<file path="src/rtl/bdq_pkg.sv">
// Shared types and codes for the bounded deque with search.
package bdq_pkg;

    // Request codes
    localparam logic [2:0] REQ_PUSH_FRONT = 3'd0;
    localparam logic [2:0] REQ_PUSH_BACK  = 3'd1;
    localparam logic [2:0] REQ_POP_FRONT  = 3'd2;
    localparam logic [2:0] REQ_POP_BACK   = 3'd3;
    localparam logic [2:0] REQ_REMOVE     = 3'd4;
    localparam logic [2:0] REQ_SEARCH     = 3'd5;

    // Status codes
    localparam logic [1:0] STAT_OK        = 2'd0;
    localparam logic [1:0] STAT_EMPTY     = 2'd1;
    localparam logic [1:0] STAT_NOT_FOUND = 2'd2;
    localparam logic [1:0] STAT_FULL      = 2'd3;

    // Logical index that drives the read port
    typedef enum logic [1:0] {
        RD_FRONT = 2'd0,
        RD_LAST  = 2'd1,
        RD_K1    = 2'd2,
        RD_K2    = 2'd3
    } t_rd_sel;

    // Slot that the write port targets
    typedef enum logic [1:0] {
        WR_HEAD_M = 2'd0,
        WR_TAIL   = 2'd1,
        WR_K      = 2'd2
    } t_wr_sel;

    typedef struct packed {
        logic       take;
        logic       rd_en;
        t_rd_sel    rd_sel;
        logic       wr_en;
        t_wr_sel    wr_sel;
        logic       wr_from_rd;
        logic       k_clr;
        logic       k_inc;
        logic       head_dec;
        logic       head_inc;
        logic       cnt_inc;
        logic       cnt_dec;
        logic       res_load;
        logic       found_set;
        logic       stat_load;
        logic [1:0] stat;
        logic       out_load;
    } t_cmd;

    typedef struct packed {
        logic [2:0] req;
        logic       full;
        logic       empty;
        logic       match;
        logic       more1;
        logic       more2;
    } t_sts;

    typedef enum logic [5:0] {
        S_IDLE  = 6'b000001,
        S_EXEC  = 6'b000010,
        S_POP   = 6'b000100,
        S_SCAN  = 6'b001000,
        S_SHIFT = 6'b010000,
        S_DONE  = 6'b100000
    } t_state;

endpackage

</file>
<file path="src/rtl/bdq_ctrl.sv">
// Sequencer for the bounded deque: decodes a request and steps the datapath.
module bdq_ctrl
    import bdq_pkg::*;
(
    input  logic i_clk,
    input  logic i_rst_n,
    input  logic i_in_valid,
    output logic o_in_stall,
    output logic o_out_valid,
    input  logic i_out_stall,
    input  t_sts i_sts,
    output t_cmd o_cmd
);

    t_state r_state, n_state;
    logic   r_out_valid, n_out_valid;
    t_cmd   c;

    always_comb begin
        c           = '0;
        n_state     = r_state;
        n_out_valid = r_out_valid && i_out_stall;
        case (r_state)
            S_IDLE: begin
                if (i_in_valid) begin
                    c.take  = 1'b1;
                    n_state = S_EXEC;
                end
            end
            S_EXEC: begin
                n_state = S_DONE;
                case (i_sts.req)
                    REQ_PUSH_FRONT, REQ_PUSH_BACK: begin
                        if (i_sts.full) begin
                            c.stat_load = 1'b1;
                            c.stat      = STAT_FULL;
                        end else begin
                            c.wr_en    = 1'b1;
                            c.wr_sel   = (i_sts.req == REQ_PUSH_FRONT) ? WR_HEAD_M : WR_TAIL;
                            c.head_dec = (i_sts.req == REQ_PUSH_FRONT);
                            c.cnt_inc  = 1'b1;
                        end
                    end
                    REQ_POP_FRONT, REQ_POP_BACK: begin
                        if (i_sts.empty) begin
                            c.stat_load = 1'b1;
                            c.stat      = STAT_EMPTY;
                        end else begin
                            c.rd_en  = 1'b1;
                            c.rd_sel = (i_sts.req == REQ_POP_FRONT) ? RD_FRONT : RD_LAST;
                            n_state  = S_POP;
                        end
                    end
                    REQ_REMOVE, REQ_SEARCH: begin
                        if (i_sts.empty) begin
                            c.stat_load = 1'b1;
                            c.stat      = STAT_EMPTY;
                        end else begin
                            c.rd_en  = 1'b1;
                            c.rd_sel = RD_FRONT;
                            c.k_clr  = 1'b1;
                            n_state  = S_SCAN;
                        end
                    end
                    default: begin
                    end
                endcase
            end
            S_POP: begin
                c.res_load = 1'b1;
                c.cnt_dec  = 1'b1;
                c.head_inc = (i_sts.req == REQ_POP_FRONT);
                n_state    = S_DONE;
            end
            S_SCAN: begin
                if (i_sts.match) begin
                    c.found_set = 1'b1;
                    if (i_sts.req == REQ_REMOVE) begin
                        c.res_load = 1'b1;
                        if (i_sts.more1) begin
                            c.rd_en  = 1'b1;
                            c.rd_sel = RD_K1;
                            n_state  = S_SHIFT;
                        end else begin
                            c.cnt_dec = 1'b1;
                            n_state   = S_DONE;
                        end
                    end else begin
                        n_state = S_DONE;
                    end
                end else if (i_sts.more1) begin
                    c.k_inc  = 1'b1;
                    c.rd_en  = 1'b1;
                    c.rd_sel = RD_K1;
                end else begin
                    c.stat_load = 1'b1;
                    c.stat      = STAT_NOT_FOUND;
                    n_state     = S_DONE;
                end
            end
            S_SHIFT: begin
                c.wr_en      = 1'b1;
                c.wr_sel     = WR_K;
                c.wr_from_rd = 1'b1;
                c.k_inc      = 1'b1;
                if (i_sts.more2) begin
                    c.rd_en  = 1'b1;
                    c.rd_sel = RD_K2;
                end else begin
                    c.cnt_dec = 1'b1;
                    n_state   = S_DONE;
                end
            end
            S_DONE: begin
                if (!r_out_valid || !i_out_stall) begin
                    c.out_load  = 1'b1;
                    n_out_valid = 1'b1;
                    n_state     = S_IDLE;
                end
            end
            default: begin
                n_state = S_IDLE;
            end
        endcase
    end

    always_ff @(posedge i_clk) begin
        if (!i_rst_n) begin
            r_state     <= S_IDLE;
            r_out_valid <= 1'b0;
        end else begin
            r_state     <= n_state;
            r_out_valid <= n_out_valid;
        end
    end

    assign o_cmd       = c;
    assign o_in_stall  = (r_state != S_IDLE);
    assign o_out_valid = r_out_valid;

endmodule

</file>
<file path="src/rtl/bdq_dpath.sv">
// Entry memory, ring pointers, scan index and result registers of the deque.
module bdq_dpath
    import bdq_pkg::*;
#(
    parameter int DEPTH     = 16,
    parameter int WORD_BITS = 32
) (
    input  logic                        i_clk,
    input  logic                        i_rst_n,
    input  logic [2:0]                  i_req_type,
    input  logic signed [WORD_BITS-1:0] i_value,
    input  t_cmd                        i_cmd,
    output t_sts                        o_sts,
    output logic signed [WORD_BITS-1:0] o_result_value,
    output logic                        o_found,
    output logic [1:0]                  o_status,
    output logic [$clog2(DEPTH+1)-1:0]  o_entry_count
);

    localparam int AW = (DEPTH > 1) ? $clog2(DEPTH) : 1;
    localparam int CW = $clog2(DEPTH + 1);
    localparam int SW = CW + 1;

    logic signed [WORD_BITS-1:0] r_mem [DEPTH];
    logic signed [WORD_BITS-1:0] r_rd_data;
    logic [AW-1:0]               r_head;
    logic [CW-1:0]               r_count;
    logic [CW-1:0]               r_k;
    logic [2:0]                  r_req;
    logic signed [WORD_BITS-1:0] r_word;
    logic signed [WORD_BITS-1:0] r_res;
    logic                        r_found;
    logic [1:0]                  r_stat;
    logic signed [WORD_BITS-1:0] r_out_res;
    logic                        r_out_found;
    logic [1:0]                  r_out_stat;
    logic [CW-1:0]               r_out_count;

    logic [SW-1:0]               k1, k2, last, rd_idx;
    logic [AW-1:0]               head_m, head_p, rd_addr, wr_addr;
    logic signed [WORD_BITS-1:0] wr_data;

    // Physical slot of a logical index counted from the front
    function automatic logic [AW-1:0] slot_of(input logic [AW-1:0] head,
                                              input logic [SW-1:0] idx);
        logic [SW-1:0] s;
        s = SW'(head) + idx;
        if (s >= SW'(DEPTH)) begin
            s = s - SW'(DEPTH);
        end
        return s[AW-1:0];
    endfunction

    assign k1     = SW'(r_k) + SW'(1);
    assign k2     = SW'(r_k) + SW'(2);
    assign last   = SW'(r_count) - SW'(1);
    assign head_m = (r_head == '0) ? AW'(DEPTH - 1) : r_head - AW'(1);
    assign head_p = (r_head == AW'(DEPTH - 1)) ? '0 : r_head + AW'(1);

    always_comb begin
        case (i_cmd.rd_sel)
            RD_FRONT: rd_idx = '0;
            RD_LAST:  rd_idx = last;
            RD_K1:    rd_idx = k1;
            RD_K2:    rd_idx = k2;
            default:  rd_idx = '0;
        endcase
    end
    assign rd_addr = slot_of(r_head, rd_idx);

    always_comb begin
        case (i_cmd.wr_sel)
            WR_HEAD_M: wr_addr = head_m;
            WR_TAIL:   wr_addr = slot_of(r_head, SW'(r_count));
            WR_K:      wr_addr = slot_of(r_head, SW'(r_k));
            default:   wr_addr = head_m;
        endcase
    end
    assign wr_data = i_cmd.wr_from_rd ? r_rd_data : r_word;

    always_ff @(posedge i_clk) begin
        if (i_cmd.wr_en) begin
            r_mem[wr_addr] <= wr_data;
        end
        if (i_cmd.rd_en) begin
            r_rd_data <= r_mem[rd_addr];
        end
    end

    always_ff @(posedge i_clk) begin
        if (!i_rst_n) begin
            r_head  <= '0;
            r_count <= '0;
        end else begin
            if (i_cmd.head_dec) begin
                r_head <= head_m;
            end else if (i_cmd.head_inc) begin
                r_head <= head_p;
            end
            if (i_cmd.cnt_inc) begin
                r_count <= r_count + CW'(1);
            end else if (i_cmd.cnt_dec) begin
                r_count <= r_count - CW'(1);
            end
        end
    end

    always_ff @(posedge i_clk) begin
        if (i_cmd.take) begin
            r_req   <= i_req_type;
            r_word  <= i_value;
            r_res   <= '0;
            r_found <= 1'b0;
            r_stat  <= STAT_OK;
        end else begin
            if (i_cmd.res_load) begin
                r_res <= r_rd_data;
            end
            if (i_cmd.found_set) begin
                r_found <= 1'b1;
            end
            if (i_cmd.stat_load) begin
                r_stat <= i_cmd.stat;
            end
        end
        if (i_cmd.k_clr) begin
            r_k <= '0;
        end else if (i_cmd.k_inc) begin
            r_k <= k1[CW-1:0];
        end
        if (i_cmd.out_load) begin
            r_out_res   <= r_res;
            r_out_found <= r_found;
            r_out_stat  <= r_stat;
            r_out_count <= r_count;
        end
    end

    assign o_sts.req   = r_req;
    assign o_sts.full  = (r_count == CW'(DEPTH));
    assign o_sts.empty = (r_count == '0);
    assign o_sts.match = (r_rd_data == r_word);
    assign o_sts.more1 = (k1 < SW'(r_count));
    assign o_sts.more2 = (k2 < SW'(r_count));

    assign o_result_value = r_out_res;
    assign o_found        = r_out_found;
    assign o_status       = r_out_stat;
    assign o_entry_count  = r_out_count;

endmodule

</file>
<file path="src/rtl/bounded_deque_with_search.sv">
// Top level of the bounded deque of signed words with remove-by-value and search.
//
// A list of up to DEPTH signed words kept in a ring memory with a head pointer
// and a count. Each item on the input channel pushes at the front or back,
// pops from the front or back, removes the first entry equal to i_value
// (later entries move up one place to close the gap) or searches for it.
// Each item yields exactly one result: the popped or removed word, a found
// flag, a status (ok, empty, not found, full) and the count held afterwards.
// A push into a full list is dropped. Items are worked one at a time by a
// sequencer over a single-port-read, single-port-write memory: pushes, empty
// or full rejections and unused codes pass from decode straight to the result
// step, pops read the entry and then load it as the result, a search reads
// entries from the front until one matches or the list ends, and a removal
// scans the same way and then moves each later entry up one place; the
// memory's one read per cycle paces both passes. A new item is taken as soon
// as the sequencer returns to idle, even while the previous result still waits
// in the output register; the sequencer only holds at its final step if that
// register is still full. The memory needs no clearing pass after reset.
module bounded_deque_with_search
    import bdq_pkg::*;
#(
    parameter int DEPTH     = 16,
    parameter int WORD_BITS = 32
) (
    input  logic                        i_clk,
    input  logic                        i_rst_n,
    // Request channel
    input  logic                        i_in_valid,
    output logic                        o_in_stall,
    input  logic [2:0]                  i_req_type,
    input  logic signed [WORD_BITS-1:0] i_value,
    // Result channel
    output logic                        o_out_valid,
    input  logic                        i_out_stall,
    output logic signed [WORD_BITS-1:0] o_result_value,
    output logic                        o_found,
    output logic [1:0]                  o_status,
    output logic [$clog2(DEPTH+1)-1:0]  o_entry_count
);

    t_cmd cmd;
    t_sts sts;

    // Sequencer: decode the request, step the scan and gap-closing passes,
    // and hold the finished item until the output register frees up.
    bdq_ctrl u_ctrl (
        .i_clk       (i_clk),
        .i_rst_n     (i_rst_n),
        .i_in_valid  (i_in_valid),
        .o_in_stall  (o_in_stall),
        .o_out_valid (o_out_valid),
        .i_out_stall (i_out_stall),
        .i_sts       (sts),
        .o_cmd       (cmd)
    );

    // Datapath: ring memory, head and count, scan index, result registers.
    bdq_dpath #(
        .DEPTH     (DEPTH),
        .WORD_BITS (WORD_BITS)
    ) u_dpath (
        .i_clk          (i_clk),
        .i_rst_n        (i_rst_n),
        .i_req_type     (i_req_type),
        .i_value        (i_value),
        .i_cmd          (cmd),
        .o_sts          (sts),
        .o_result_value (o_result_value),
        .o_found        (o_found),
        .o_status       (o_status),
        .o_entry_count  (o_entry_count)
    );

endmodule
</file>
<file path="config.mk">
export PLATFORM = sky130hd
export DESIGN_NAME = bounded_deque_with_search
export DESIGN_NICKNAME = d
export VERILOG_FILES = /design/src/rtl/bdq_pkg.sv /design/src/rtl/bdq_ctrl.sv /design/src/rtl/bdq_dpath.sv /design/src/rtl/bounded_deque_with_search.sv
export SDC_FILE = /design/constraint.sdc
export NUM_CORES = 1
export LEC_CHECK = 0
export ABC_AREA = 1
export BUFFER_PORTS_ARGS = -buffer_cell sky130_fd_sc_hd__buf_2
export CORE_MARGIN = 4
export CORE_UTILIZATION = 40
export DETAILED_ROUTE_END_ITERATION = 12
export SLEW_MARGIN = 0
export SYNTH_ARGS = -nofsm -noshare
export SYNTH_HDL_FRONTEND = slang
export SYNTH_HIERARCHICAL = 1
export SYNTH_SLANG_ARGS = --single-unit
</file>
<file path="constraint.sdc">
create_clock -name i_clk -period 14.6 [get_ports i_clk]
set_input_delay 0.73 -clock i_clk [delete_from_list [all_inputs] [get_ports i_clk]]
set_output_delay 0.73 -clock i_clk [all_outputs]
set_load 0.03 [all_outputs]
</file>
==> key figures <==
Status
  • Status: finished, final reports clean

Clock network
  • Clk root buf: clkbuf_16
  • CTS clk-pin slew, worst paths: about 0.06 ns
  • Hold-fix buffers, CTS: 0
  • Total CTS buffers: just under 70
  • Cts repair resizes: 0
  • Longest Clk Path Bufs: 3
  • Clk sinks: slightly below 700
  • Worst-skew pair later-pin latency: 0.61 ns
  • CTS H-tree depth: 3
  • CTS tree: done
  • Post-CTS Setup Inserts: 0

Synthesis
  • Post-Synthesis Cells: about 2.5k
  • Post-synth ARST share: 0%
  • Syn_nets: between 2k and 3k
  • Main area contributors after synthesis: edfxtp_1 66%, nand2_1 8.3%, dfxtp_1 4.0%, o21ai_0 3.9%, nor2_1 3.4%
  • Dominant cell type by area after synthesis: edfxtp_1
  • Sequential area share after synthesis: 69.82%
  • Synth Register Bits: ~680
  • Area of the mapped netlist: 28230 um^2
  • Count leader, synth: nand2_1
  • Main synth FF type: edfxtp_1
  • Synth cell count leaders: 627 x nand2_1, 619 x edfxtp_1, 256 x nor2_1
  • Yosys warns: 6
  • Syn Area/Cell: around 11 um^2
  • Post-synth EDFFs: 619
  • Top-area cell type share of the netlist area: about two thirds
  • Synth cell types: 43

STA
  • Final hold vios: 0
  • # setup viols final: 0
  • Worst-Margin Slew: 1.143 ns
  • Max Fclk: 151.0 MHz
  • Min Tclk post-route: about 6.6 ns
  • Period Utilization, post-route: around 45%
  • Layout Skew: 0.01708 ns
  • Pins Over Slew Limit: 0
  • Max-slew headroom: 23.63%
  • Setup TNS: 0 ns
  • Unrepaired setup endpoints after global routing: no

Floorplanning
  • Core area: 70030 um^2
  • Die W: between 200 and 300 um
  • Initial Utilization: approximately two fifths
  • I/O pins: 81
  • DIE HEIGHT: 273.6 um
  • Row count: 97
  • Die area: approximately 75000 um^2

Final layout
  • Finished Cell Area: 31810 um^2
  • # fillers: between 6k and 7k
  • Final #Nets: 2623
  • Area grow syn2layout: 12.68%
  • Fraction of layout cells with a size suffix above 1: between 10% and 20%
  • ANT cells: 0

Placement
  • IO buf count: 80
  • Post-placement cell area: 29670 um^2
  • Hpwl dp: ~39 mm
  • Final Wtd Congestion: between 0.8 and 0.9

Route
  • # DRC: 0
  • Drt pass-1 iters: 7
  • Vias per std cell: between 5 and 6
  • Final ANT Viol Nets: 0
  • DR vias: around 19k
  • Initial DRC count: 1830
  • Wirelength, routed: between 70 and 80 mm
  • Wire length per cell: roughly 20 um

Worst setup path
  • CP Launch Type: flop
  • Required @ worst endpoint: between 15 and 20 ns
  • Worst-path fanout max: 93
  • Critical path arrival: between 7 and 8 ns
  • Kind of critical path: flop to flop
  • Crit path capture type: flop

Global route
  • Total GRT Usage: around a fifth
  • Maximum number of pins on one net before global-route repair: 94
  • Vias in the first global route: ~18k
  • Overflow after GRT: 0
  • First-pass GRT wire length: between 100 and 150 mm
  • Initial antenna violation count: 0

Min path
  • Hold WC Path Type: primary input to flop

Power
  • Max VDD drop: roughly 0.00010 V
  • PwrDens: 145.4 nW/um^2
  • Leakage power: ~12 nW

Job
  • Max-cap violations: 0
kinds of logic after synthesis:
logic type / after synthesis / share of synthesized area, %
XOR/XNOR: 34 / 1.055
multiplexers: 18 / 0.7181
buffers and inverters: 279 / 4.410
AND/OR/NAND/NOR: 1000 / 14.18
AO/OA/AOI/OAI: 450 / 8.537
flip-flops: 675 / 69.82
adder cells (fa/ha/maj): 27 / 1.277
flip-flops by register name (all words and copies together), names as in the netlist, 3 cells and up:
signal / cells
u_dpath/o_result_value: 32
u_dpath/r_res: 32
u_ctrl/r_state: 6
u_dpath/r_word: 32
u_dpath/r_head: 4
u_dpath/o_entry_count: 5
u_dpath/r_rd_data: 32
u_dpath/r_count: 5
u_dpath/r_mem: 512
u_dpath/r_k: 5
u_dpath/r_req: 3
placed cells by master, fill, tap and decap left out, types with 14 or more instances in the layout:
cell	Yosys	final
nand2_1	627	627
edfxtp_1	619	619
nor2_1	256	238
o21ai_0	221	221
inv_1	151	149
a21oi_1	83	83
buf_2	42	80
clkbuf_16	0	71
nand3_1	70	70
o21ai_1	67	67
dfxtp_1	56	56
buf_4	5	48
o211ai_1	35	35
o22ai_1	32	32
xnor2_1	30	29
nor2_4	5	23
ha_1	24	23
mux2_2	18	18
clkinv_1	1	15
clkbuf_1	50	14
where the power goes:
part,total (W),switching [W],internal [W]
registers,0.00220,0.0000311,0.00217
logic,0.000741,0.000520,0.000221
clock network,0.00168,0.000722,0.000959
metal layers:
layer | routed length [um] | track usage (%) | vias to the layer above | share of wire [%]
met2 | 33720 | 31.17 | 674 | 47
li1 | - | - | 8737 | -
met1 | 31950 | 26.35 | 9024 | 44
met4 | 1711 | 6.004 | 0 | 2.4
met5 | 0 | 0 | - | 0
met3 | 4926 | 2.612 | 116 | 6.8
critical path: stages, from the launching register on:
cell and delay [ns]:
dfxtp_1 0.44, ha_1 0.28, nand2_1 0.09, and2_1 0.17
ha_1 0.28, a21oi_1 0.15, nor2_1 0.06, nor4_1 0.38
nand4_1 0.27, o21ai_0 0.23, nor2_1 0.15, o21ai_0 0.16
o21ai_0 0.18, ha_4 0.49, inv_4 0.39, buf_4 0.68
buf_4 0.92, nand2_1 0.10, nand2_1 0.10, nand2_1 0.05
o21ai_1 0.12, nand2_1 0.06, nand2_1 0.10, nand3_1 0.07
nand2_1 0.25
metrics by stage:
stage | power (W) | hold WS, ns | setup WS [ns] | std cells | util (%)
finish | 0.004624 | 0.3026 | 7.979 | 3550 | 45.42
global route | 0.004840 | 0.2833 | 7.446 | 3550 | 45.42
CTS | 0.004655 | 0.2676 | 8.085 | 3550 | 45.42
detailed placement | 0.002979 | 0.4169 | 8.093 | 3427 | 42.37
global placement | 0.002965 | 0.4160 | 8.194 | 3427 | 42.37
floorplan | 0.002834 | 0.4086 | 9.940 | 2483 | -
layout make-up:
type                    count  area, um^2  area share [%]
clock inverters            32       225.2          0.7081
flip-flops and latches    675       19710           61.97
multi-input cells        1529        7436           23.38
well taps                 940        1176           3.698
clock buffers              91        1912           6.011
inverters                 155       586.8           1.845
repair buffers            128       760.7           2.392
final timing paths:
| kind | start | end | slack (ns) | cells past startpoint |
|---|---|---|---|---|
| min | i_value[24] | u_dpath/r_word[24]$_DFFE_PP_ | 0.30 | 1 |
| max | u_dpath/r_k[2]$_SDFFE_PP0P_ | u_dpath/r_rd_data[18]$_DFFE_PP_ | 7.98 | 24 |
| min reg2reg | u_dpath/r_res[18]$_SDFFE_PP0P_ | u_dpath/o_result_value[18]$_DFFE_PP_ | 0.43 | 0 |
| max reg2reg | u_dpath/r_k[2]$_SDFFE_PP0P_ | u_dpath/r_rd_data[18]$_DFFE_PP_ | 7.98 | 24 |
(Power assumes the default switching activity.)
